**src/sv/fdf_pkg.sv**
```systemverilog
// Package for the flooding duplicate filter: sequencer states and
// configuration register indexes. No dependencies.
package fdf_pkg;

    typedef enum logic [2:0] {
        ST_IDLE,
        ST_DISPATCH,
        ST_SCAN,
        ST_TRIM,
        ST_WRITE,
        ST_OUT
    } fdf_state_t;

    localparam logic [2:0] REG_OWN_ADDR       = 3'd0;
    localparam logic [2:0] REG_MAX_ENTRIES    = 3'd1;
    localparam logic [2:0] REG_ENTRY_LIFETIME = 3'd2;
    localparam logic [2:0] REG_DEFAULT_TTL    = 3'd3;
    localparam logic [2:0] REG_FLOOD_ENABLE   = 3'd4;

    localparam logic signed [8:0] TTL_USE_DEFAULT = -9'sd1;

endpackage

```
**src/sv/flood_duplicate_filter.sv**
```systemverilog
// Flooding network-layer filter with a seen-request cache in a ring memory; uses fdf_pkg.
// A request walks the cache and inserts, skips the insert for a duplicate, records a send
// without a walk, or goes straight to the result; the walk reads one entry per cycle.
// One request at a time: the next is taken after the result has been accepted. Reset
// (aresetn low, synchronous) empties the cache and restores register defaults; memory is
// not cleared.
module flood_duplicate_filter
    import fdf_pkg::*;
#(
    parameter int CACHE_DEPTH = 32,
    parameter int ADDR_BITS   = 16
) (
    input  logic                      aclk,
    input  logic                      aresetn,
    // request in
    input  logic                      s_tvalid,
    output logic                      s_tready,
    // src_addr, dest_addr, seq_num, ttl, now, on_forward_list (lowest first)
    input  logic [((2*ADDR_BITS+74+7)/8)*8-1:0] s_tdata,
    // operation
    input  logic                      s_tuser,
    // result out
    output logic                      m_tvalid,
    input  logic                      m_tready,
    // deliver_up, forward, out_ttl, out_seq, duplicate (lowest first)
    output logic [47:0]               m_tdata,
    // configuration writes
    input  logic                      cfg_wr_en,
    input  logic [2:0]                cfg_index,
    input  logic [15:0]               cfg_wdata
);

    localparam int IW  = $clog2(CACHE_DEPTH);
    localparam int CW  = $clog2(CACHE_DEPTH + 1);
    localparam int SW  = CW + 1;
    localparam int LW  = (CW > 6) ? CW : 6;
    localparam int EW  = ADDR_BITS + 64;
    localparam int INW = ((2*ADDR_BITS+74+7)/8)*8;
    localparam logic [ADDR_BITS-1:0] BCAST = {ADDR_BITS{1'b1}};

    // configuration registers
    logic [15:0] own_addr_reg;
    logic [5:0]  max_entries_reg;
    logic [15:0] entry_lifetime_reg;
    logic [7:0]  default_ttl_reg;
    logic        flood_enable_reg;

    // request fields held for the whole sequence
    logic                  op_reg;
    logic [ADDR_BITS-1:0]  src_reg, src_next;
    logic [ADDR_BITS-1:0]  dst_reg, dst_next;
    logic [31:0]           seq_reg, seq_next;
    logic signed [8:0]     ttl_reg, ttl_next;
    logic [31:0]           now_reg, now_next;
    logic                  listed_reg, listed_next;
    logic                  op_next;

    // cache control
    fdf_state_t     state_reg, state_next;
    logic [CW-1:0]  count_reg, count_next;
    logic [IW-1:0]  oldest_reg, oldest_next;
    logic [31:0]    next_seq_reg, next_seq_next;
    logic [CW-1:0]  rd_idx_reg, rd_idx_next;
    logic [CW-1:0]  kept_reg, kept_next;
    logic           pvld_reg, pvld_next;
    logic           stop_reg, stop_next;

    // result register
    logic           m_tvalid_reg, m_tvalid_next;
    logic [47:0]    m_tdata_reg, m_tdata_next;

    // memory
    logic [EW-1:0]  mem [CACHE_DEPTH];
    logic [EW-1:0]  rdata_reg;
    logic           mem_re, mem_we;
    logic [IW-1:0]  mem_raddr, mem_waddr;
    logic [EW-1:0]  mem_wdata;

    logic [CW-1:0]  lim;
    logic [LW-1:0]  lim_w;
    logic [32:0]    exp_sum;
    logic [31:0]    exp_new;
    logic [ADDR_BITS-1:0] own;
    logic           rd_go, expired, match, drop;
    logic [CW-1:0]  excess;
    logic [47:0]    res;

    // ring slot: base + offset, wrapped once
    function automatic logic [IW-1:0] ring(input logic [IW-1:0] base, input logic [CW-1:0] off);
        logic [SW-1:0] sum;
        sum = SW'(base) + SW'(off);
        if (sum >= SW'(CACHE_DEPTH)) begin
            sum = sum - SW'(CACHE_DEPTH);
        end
        return sum[IW-1:0];
    endfunction

    assign s_tready = (state_reg == ST_IDLE);
    assign m_tvalid = m_tvalid_reg;
    assign m_tdata  = m_tdata_reg;
    assign own      = ADDR_BITS'(own_addr_reg);

    // effective cache size: zero acts as one, clamp to the memory depth
    always_comb begin
        lim_w = LW'(max_entries_reg);
        if (lim_w == '0) begin
            lim_w = LW'(1);
        end
        if (lim_w > LW'(CACHE_DEPTH)) begin
            lim_w = LW'(CACHE_DEPTH);
        end
        lim = lim_w[CW-1:0];
    end

    // saturating expiry for insert or refresh
    assign exp_sum = {1'b0, now_reg} + 33'(entry_lifetime_reg);
    assign exp_new = exp_sum[32] ? 32'hFFFF_FFFF : exp_sum[31:0];

    // result fields from the held request and the walk outcome
    always_comb begin
        logic up, fwd, dup;
        logic [7:0] ottl;
        logic [31:0] oseq;
        up = 1'b0; fwd = 1'b0; dup = 1'b0; ottl = '0; oseq = '0;
        if (!op_reg) begin
            fwd  = 1'b1;
            ottl = (ttl_reg > 9'sd0) ? ttl_reg[7:0] : 8'd0;
            oseq = seq_reg;
        end else if (ttl_reg <= 9'sd0 && dst_reg == BCAST) begin
            up = 1'b1;
        end else if (stop_reg) begin
            dup = 1'b1;
        end else if (dst_reg == own) begin
            up = 1'b1;
        end else begin
            up = (dst_reg == BCAST);
            if (ttl_reg > 9'sd1 && listed_reg) begin
                fwd  = 1'b1;
                ottl = 8'(ttl_reg - 9'sd1);
                oseq = seq_reg;
            end
        end
        res = {5'd0, dup, oseq, ottl, fwd, up};
    end

    // sequencer
    always_comb begin
        state_next    = state_reg;
        op_next       = op_reg;
        src_next      = src_reg;
        dst_next      = dst_reg;
        seq_next      = seq_reg;
        ttl_next      = ttl_reg;
        now_next      = now_reg;
        listed_next   = listed_reg;
        count_next    = count_reg;
        oldest_next   = oldest_reg;
        next_seq_next = next_seq_reg;
        rd_idx_next   = rd_idx_reg;
        kept_next     = kept_reg;
        pvld_next     = 1'b0;
        stop_next     = stop_reg;
        m_tvalid_next = m_tvalid_reg;
        m_tdata_next  = m_tdata_reg;
        mem_re        = 1'b0;
        mem_we        = 1'b0;
        mem_raddr     = ring(oldest_reg, rd_idx_reg);
        mem_waddr     = ring(oldest_reg, kept_reg);
        mem_wdata     = rdata_reg;
        rd_go         = (rd_idx_reg < count_reg);
        expired       = (rdata_reg[31:0] < now_reg);
        drop          = expired && !stop_reg;
        match         = op_reg && !stop_reg && !expired
                        && rdata_reg[EW-1:64] == src_reg && rdata_reg[63:32] == seq_reg;
        excess        = count_reg - lim + CW'(1);

        unique case (state_reg)
            ST_IDLE: begin
                if (s_tvalid) begin
                    // latch the request; a local send takes the next sequence
                    op_next     = s_tuser;
                    src_next    = s_tdata[ADDR_BITS-1:0];
                    dst_next    = s_tdata[2*ADDR_BITS-1:ADDR_BITS];
                    now_next    = s_tdata[2*ADDR_BITS+72:2*ADDR_BITS+41];
                    listed_next = s_tdata[2*ADDR_BITS+73];
                    stop_next   = 1'b0;
                    ttl_next    = $signed(s_tdata[2*ADDR_BITS+40:2*ADDR_BITS+32]);
                    if (!s_tuser) begin
                        seq_next      = next_seq_reg;
                        next_seq_next = next_seq_reg + 32'd1;
                        if ($signed(s_tdata[2*ADDR_BITS+40:2*ADDR_BITS+32])
                            == TTL_USE_DEFAULT) begin
                            ttl_next = $signed({1'b0, default_ttl_reg});
                        end
                    end else begin
                        seq_next = s_tdata[2*ADDR_BITS+31:2*ADDR_BITS];
                    end
                    state_next = ST_DISPATCH;
                end
            end
            ST_DISPATCH: begin
                rd_idx_next = '0;
                kept_next   = '0;
                if (!op_reg) begin
                    if (flood_enable_reg && ttl_reg > 9'sd0) begin
                        // full cache: drop the first expired entry before insert
                        state_next = (count_reg >= lim) ? ST_SCAN : ST_TRIM;
                    end else begin
                        state_next = ST_OUT;
                    end
                end else if (ttl_reg <= 9'sd0 && dst_reg == BCAST) begin
                    state_next = ST_OUT;
                end else if (flood_enable_reg) begin
                    state_next = ST_SCAN;
                end else begin
                    state_next = ST_OUT;
                end
            end
            ST_SCAN: begin
                // read one entry per cycle, compact survivors in the following cycle
                if (rd_go) begin
                    mem_re      = 1'b1;
                    rd_idx_next = rd_idx_reg + CW'(1);
                end
                pvld_next = rd_go;
                if (pvld_reg) begin
                    if (!drop) begin
                        mem_we    = 1'b1;
                        mem_wdata = match ? {src_reg, seq_reg, exp_new} : rdata_reg;
                        kept_next = kept_reg + CW'(1);
                    end else if (!op_reg) begin
                        stop_next = 1'b1;
                    end
                    if (match) begin
                        stop_next = 1'b1;
                    end
                end
                if (!rd_go && !pvld_reg) begin
                    count_next = kept_reg;
                    state_next = (op_reg && stop_reg) ? ST_OUT : ST_TRIM;
                end
            end
            ST_TRIM: begin
                // evict oldest entries until one slot is free
                if (count_reg >= lim) begin
                    oldest_next = ring(oldest_reg, excess);
                    count_next  = lim - CW'(1);
                end
                state_next = ST_WRITE;
            end
            ST_WRITE: begin
                mem_we     = 1'b1;
                mem_waddr  = ring(oldest_reg, count_reg);
                mem_wdata  = {src_reg, seq_reg, exp_new};
                count_next = count_reg + CW'(1);
                state_next = ST_OUT;
            end
            ST_OUT: begin
                if (!m_tvalid_reg) begin
                    m_tvalid_next = 1'b1;
                    m_tdata_next  = res;
                end else if (m_tready) begin
                    m_tvalid_next = 1'b0;
                    state_next    = ST_IDLE;
                end
            end
            default: state_next = ST_IDLE;
        endcase
    end

    always_ff @(posedge aclk) begin
        if (!aresetn) begin
            state_reg          <= ST_IDLE;
            count_reg          <= '0;
            oldest_reg         <= '0;
            next_seq_reg       <= '0;
            pvld_reg           <= 1'b0;
            m_tvalid_reg       <= 1'b0;
            own_addr_reg       <= 16'd0;
            max_entries_reg    <= 6'd30;
            entry_lifetime_reg <= 16'd3000;
            default_ttl_reg    <= 8'd5;
            flood_enable_reg   <= 1'b1;
        end else begin
            state_reg    <= state_next;
            count_reg    <= count_next;
            oldest_reg   <= oldest_next;
            next_seq_reg <= next_seq_next;
            pvld_reg     <= pvld_next;
            m_tvalid_reg <= m_tvalid_next;
            if (cfg_wr_en) begin
                unique case (cfg_index)
                    REG_OWN_ADDR:       own_addr_reg       <= cfg_wdata;
                    REG_MAX_ENTRIES:    max_entries_reg    <= cfg_wdata[5:0];
                    REG_ENTRY_LIFETIME: entry_lifetime_reg <= cfg_wdata;
                    REG_DEFAULT_TTL:    default_ttl_reg    <= cfg_wdata[7:0];
                    REG_FLOOD_ENABLE:   flood_enable_reg   <= cfg_wdata[0];
                    default: ;
                endcase
            end
        end
    end

    // payload registers, no reset
    always_ff @(posedge aclk) begin
        op_reg      <= op_next;
        src_reg     <= src_next;
        dst_reg     <= dst_next;
        seq_reg     <= seq_next;
        ttl_reg     <= ttl_next;
        now_reg     <= now_next;
        listed_reg  <= listed_next;
        rd_idx_reg  <= rd_idx_next;
        kept_reg    <= kept_next;
        stop_reg    <= stop_next;
        m_tdata_reg <= m_tdata_next;
    end

    // cache memory: one write and one registered read per cycle
    always_ff @(posedge aclk) begin
        if (mem_we) begin
            mem[mem_waddr] <= mem_wdata;
        end
        if (mem_re) begin
            rdata_reg <= mem[mem_raddr];
        end
    end

    logic unused_pad;
    assign unused_pad = ^s_tdata[INW-1:2*ADDR_BITS+74];

endmodule
```
**config.mk**
```make
export PLATFORM = sky130hd
export DESIGN_NAME = flood_duplicate_filter
export DESIGN_NICKNAME = d
export VERILOG_FILES = /design/src/sv/fdf_pkg.sv /design/src/sv/flood_duplicate_filter.sv
export SDC_FILE = /design/constraint.sdc
export NUM_CORES = 2
export LEC_CHECK = 0
export ABC_AREA = 1
export BUFFER_PORTS_ARGS = -buffer_cell sky130_fd_sc_hd__buf_2
export CAP_MARGIN = 25
export CORE_UTILIZATION = 60
export CTS_CLUSTER_DIAMETER = 60
export DETAILED_ROUTE_END_ITERATION = 8
export PLACE_DENSITY = 0.77
export SYNTH_ARGS = -nofsm -noshare
export SYNTH_HDL_FRONTEND = slang
export SYNTH_SLANG_ARGS = --single-unit
```
**constraint.sdc**
```tcl
create_clock -name aclk -period 7.2 [get_ports aclk]
set_input_delay 1.44 -clock aclk [delete_from_list [all_inputs] [get_ports aclk]]
set_output_delay 1.44 -clock aclk [all_outputs]
set_load 0.03 [all_outputs]
```
After elaboration in Yosys (flattened, before gate mapping). Memories as Yosys holds them, arrays and structs flattened. A register that Yosys moved wholly into a read port is not among the register bits. Cells that the tools add are included. Widths: inputs -> output; s select.

Reductions and logical operators: 36. Shift-type cells: 0. Add/subtract/negate cells: 17. Eq/ne operators: 24. Order comparisons: 11. Bitwise operators: 3. Divide/modulo/power cells: 0. $mul: 0. Mux-type cells: 68.

Operator list (number): $mux 80 (3); $mux 32 (7); $pmux 80 s2 (1); $mux 8 (6); $mux 6 (7); $add 32x16->33 (1); $add 32x1->32 const B (1); $eq 16x16->1 (2); $eq 32x32->1 (1); $lt 32x32->1 (1); $add 5x6->7 (4); $ge 7x6->1 const B (4); $mux 3 (9); $mux 5 (5); $add 6x1->6 const B (4); $pmux 6 s2 (2); $mux 1 (22); $reduce_and 2->1 (10); $sub 5x1->5 const B (4); $mux 9 (2); $pmux 3 s6 (1); $pmux 6 s3 (1); $eq 16x16->1 const B (1); $ne 2x2->1 const B (8); other kinds (26) (52).

Memory bits (read-only): 0. Input bits: 137. Memories kept: 1. Bits in writable memories: 2560. Register bits after elaboration: 258. Word-level logic and storage cells: 184. Latch bits: 0.

Memories: mem (words 32, bits a word 80, read ports 1, clocked after memory_dff 1, wr ports 1, line flood_duplicate_filter.sv:73) `logic [EW-1:0] mem [CACHE_DEPTH];`.

Longest topological paths before layout.
Depth after elaboration: 9. Depth in mapped cells: 18. Gate-level depth less buffers: 18.

Worst setup path after synthesis. No wires, ideal clock.

Kind: register to register. Start: reg state_reg[0]. End: mem mem[0][0] (netlist name), enable pin. Setup time: 0.519 ns. Cell stages (with the launch flop): 16. Path slack: 0.638 ns. Required time: 6.681 ns. Clock period less this slack: 6.562 ns. Arrival time: 6.043 ns. Path through: dfxtp_1 -> nor2_1 -> nand2_1 -> clkbuf_1 -> clkbuf_1 -> clkbuf_1 -> o21ai_0 -> ha_1 -> nand2_1 -> o21ai_0 -> xnor2_1 -> xor2_1 -> nand2_1 -> nor2_1 -> nand2_1 -> nor2_1.

Longest elaborated chain between the ends: 4. Elaborated cells on any way between the ends: 6.

RTL lines: from (decl) (line flood_duplicate_filter.sv:59) `fdf_state_t state_reg, state_next;`; from (signal assigned) (line flood_duplicate_filter.sv:285) `state_reg <= state_next;`; $eq 3x3->1 or $eq 3x2->1 (tied branches) (line flood_duplicate_filter.sv:177) `unique case (state_reg)`; $pmux 1 s2 (line flood_duplicate_filter.sv:177); $mux 1 (line flood_duplicate_filter.sv:321) `if (mem_we) begin`; $mux 1 (implied by the code) (line flood_duplicate_filter.sv:322) `mem[mem_waddr] <= mem_wdata;`; to (decl) (line flood_duplicate_filter.sv:73).

Several ways; a longest one is shown, not always the timed one.

Worst setup path in the final report.
Start: reg state_reg[0]. End: mem mem[3][24] (netlist name), enable pin.

Same word-level chain as after synthesis.

==> metrics.md <==
| Metric | Value |
|---|---|
| Status | `finished clean` |
| Synthesized area per cell | `~14 um2` |
| Share of layout cells above drive strength 1 | `0.0955` |
| Max FFs per register | `2560` |
| Distinct cells, synth | `48` |
| Total net switching power | `0.0194 W` |
| Crit path time final | `5.57 ns` |
| CTS tree | `done` |
| Max Freq | `180 MHz` |
| Setup Fix Bufs, Post-CTS | `0` |
| Total gr overflow | `0` |
| Total track usage | `0.314` |
| Clock buffer depth | `4` |
| Count of final max-slew check failures | `0` |
| Synth top area share | `0.714` |
| Worst r2r dst | `mem[3][24]$_DFFE_PP_` |
| Initial antenna violation count | `6` |
| RSZ-0062 raised after global routing | `no` |
| Initial DRC count | `11134` |
| Post-Syn Area | `118000 um2` |
| Fin Setup TNS | `0 ns` |
| Max Cap Violations | `0` |
| Filler cells | `12766` |
| Setup Viol. Count Final | `0` |
| CTS clock-pin slew for the worst setup and hold paths | `roughly 0.06 ns` |
| Mux cell area share after synthesis | `0.0543` |
| Largest family of logic cells by synthesized area | `compound AO/OA/AOI/OAI gates` |
| CP most frequent cell | `nand2_1` |
| Post-layout util | `0.675` |
| Worst Hold Slack | `0.467 ns` |
| WHS Path Cells | `2` |
| Placer Congestion | `0.936` |
| Endpoint, Worst Hold | `default_ttl_reg[4]$_SDFFE_PN0P_` |
| Resize count post-CTS | `0` |
| Crit-path leading delay family | `buffers and inverters` |
| Seq cells post-synth | `about 2900` |
| Post-synthesis adder-cell area fraction | `0.00972` |
| # DRC | `0` |
| Post-synth top area cell | `edfxtp_1` |
| Final hold vios | `0` |
| Area Overhead vs Synth | `11.7%` |
| Hold Startpoint | `default_ttl_reg[4]$_SDFFE_PN0P_` |
| Num CTS Buffers | `299` |
| Clock sinks | `between 2000 and 3000` |
| IO Count | `approximately 190` |
| Routed Antenna Nets | `0` |
| Rows | `162` |
| Sequential-to-total area share from yosys stat | `0.730` |
| Switching part of the total power | `0.352` |
| Startpoint Class | `flip-flop` |
| Worst hold path type | `flip-flop to flip-flop` |
| Routed Wire Length | `316000 um` |
| Reg2reg start | `state_reg[0]$_SDFFE_PN0P_` |
| CP Class | `flip-flop to flip-flop` |
| Yosys warnings | `0` |
| Post-CTS Hold Fix Bufs | `0` |
| Synth Instances | `8333` |
| Largest net degree at the start of global routing | `201` |
| Setup crit end kind | `flip-flop` |
| Fin nets | `around 8700` |
| PortBufs | `175` |
| Reg2Reg Setup Slack | `about 1.6 ns` |
| Drt pass-1 iters | `7` |
| Detailed Place HPWL | `~160000 um` |
| First-pass GRT wire length | `461000 um` |
| Die area | `198000 um2` |
| Slew margin rel. | `0.167` |
| EDFF count, synth | `roughly 2800` |
| Post-Synth Simple-Gate Area | `0.0744` |
| P_int | `0.0357 W` |
| Clk_lat worst skew | `~0.96 ns` |
| Clock root buffer | `clkbuf_16` |
| Critical-path maximum fanout | `66` |
| Worst endpoint data arrival time | `6.07 ns` |
| Most frequent cells after synthesis | `edfxtp_1 (2803), nor2_1 (909), o21ai_0 (779)` |
| Htree depth | `5` |
| R2R cell count | `16` |
| Static Leak | `44.2 nW` |
| Worst Path Required | `7.70 ns` |
| Core Area | `roughly 190000 um2` |
| Number of global-route vias before repair | `72230` |
| Setup Skew | `0.0841 ns` |
| Slowest cell on crit path | `buf_4` |
| Max VDD drop | `500 uV` |
| DR vias | `74841` |
| Critical Path Max Stage Delay | `0.78 ns` |
| Area after DPL | `approximately 120000 um2` |
| Cell area after layout | `132000 um2` |
| Clock share of power | `0.271` |
| Per-cell routed wire length | `28.0 um` |
| Complex-gate fraction of the synthesized area | `0.0966` |
| Post-synth top flop | `edfxtp_1` |
| Synth area leaders | `edfxtp_1 (71%), mux2i_1 (5.4%), o221ai_1 (4.9%)` |
| Worst Path Buf+Inv | `3` |
| Vias per cell | `between 6 and 7` |
| Combinational Power Share | `0.325` |
| Ys async rst share | `0` |
| Chip Width | `445 um` |
| XOR/XNOR share of the synthesized area | `0.00600` |
| Fin crit share | `0.773` |
| Cells along the critical path | `nor2_1 -> nand2_4 -> buf_4 -> buf_4 -> nand2_1 -> o21ai_0 -> ha_1 -> a21oi_1 -> o21ai_0 -> xnor2_1 -> xor2_1 -> nand2_1 -> nor2_1 -> nand2_1 -> nor2_4 -> buf_12` |
| Top-count cell post-synth | `edfxtp_1` |
| Reg power frac | `0.404` |
| Power Density | `418 nW/um2` |
| Die height | `445 um` |
| Tightest Pin Transition | `1.25 ns` |
| Starting Density | `0.605` |
worst max path at each step:
stage	from	to	slack [ns]	depth (start not counted)
floorplan	state_reg[0]$_SDFFE_PN0P_	mem[0][0]$_DFFE_PP_	0.64	15
global placement	state_reg[0]$_SDFFE_PN0P_	mem[30][48]$_DFFE_PP_	1.73	17
detailed placement	state_reg[0]$_SDFFE_PN0P_	mem[3][24]$_DFFE_PP_	1.84	16
CTS	state_reg[0]$_SDFFE_PN0P_	mem[3][24]$_DFFE_PP_	1.81	16
global route	state_reg[0]$_SDFFE_PN0P_	mem[3][24]$_DFFE_PP_	1.50	16
finish	state_reg[0]$_SDFFE_PN0P_	mem[3][24]$_DFFE_PP_	1.63	16
cell type report:
| cell class | count | area, um2 | area share |
|---|---|---|---|
| clock buffers | 382 | 7950 | 0.0604 |
| diodes | 2 | 5.00 | 0.0000380 |
| inverters | 277 | 1070 | 0.00815 |
| flip-flops and latches | 2898 | 86100 | 0.654 |
| clock inverters | 122 | 1300 | 0.00988 |
| multi-input cells | 4627 | 28900 | 0.219 |
| well taps | 2624 | 3280 | 0.0249 |
| repair buffers | 357 | 3070 | 0.0233 |
placed cells by master, fill, tap and decap left out, drive strengths merged, types with 85 or more instances in the layout:
cell,instances
nand2,511
o221ai,660
or2,85
nand3,469
nor2,912
inv,281
clkbuf,382
clkinv,87
o21ai,781
mux2i,640
edfxtp,2803
dfxtp,95
buf,357
a21oi,253
tightest hold or removal path, delay by kind of cell, from the launching register on:
kind	cells	cell delay (ns)
compound gates	1	0.06
buf+inv	1	0.07
flops	1	0.29
per-stage QoR:
step           std cells  total power [W]  worst slack [ns]
3_5_place_dp       10771           0.0398              1.84
2_1_floorplan       8337           0.0341             0.638
6_report           11289           0.0551              1.63
4_1_cts            11275           0.0546              1.81
5_1_grt            11288           0.0570              1.50
3_3_place_gp       10759           0.0391              1.73
power groups by stage:
stage / Combinational [W] / Sequential, W / Clock [W]
floorplan: 0.0116 / 0.0226 / 0
global placement: 0.0165 / 0.0226 / 0
detailed placement: 0.0172 / 0.0226 / 0
CTS: 0.0174 / 0.0222 / 0.0150
finish: 0.0179 / 0.0222 / 0.0149
global route: 0.0190 / 0.0223 / 0.0157
routing by layer:
| metal | wire [um] | up-vias | GRT usage | share of wire |
|---|---|---|---|---|
| met5 | 67 | - | 0 | 0.00021 |
| met4 | 15200 | 8 | 0.141 | 0.048 |
| met3 | 38000 | 876 | 0.0617 | 0.12 |
| met1 | 115000 | 36880 | 0.427 | 0.37 |
| met2 | 147000 | 4974 | 0.494 | 0.47 |
| li1 | - | 32103 | - | - |
logic make-up after synthesis:
logic type / after synthesis
and+or+nand+nor: 2062
xor gates and xnor gates: 79
adders and majority gates: 88
muxes: 640
other: 1
DFF: 2898
buffers and inverters: 812
AOI/OAI and AO/OA: 1753
Power figures use the tool's default switching activity.
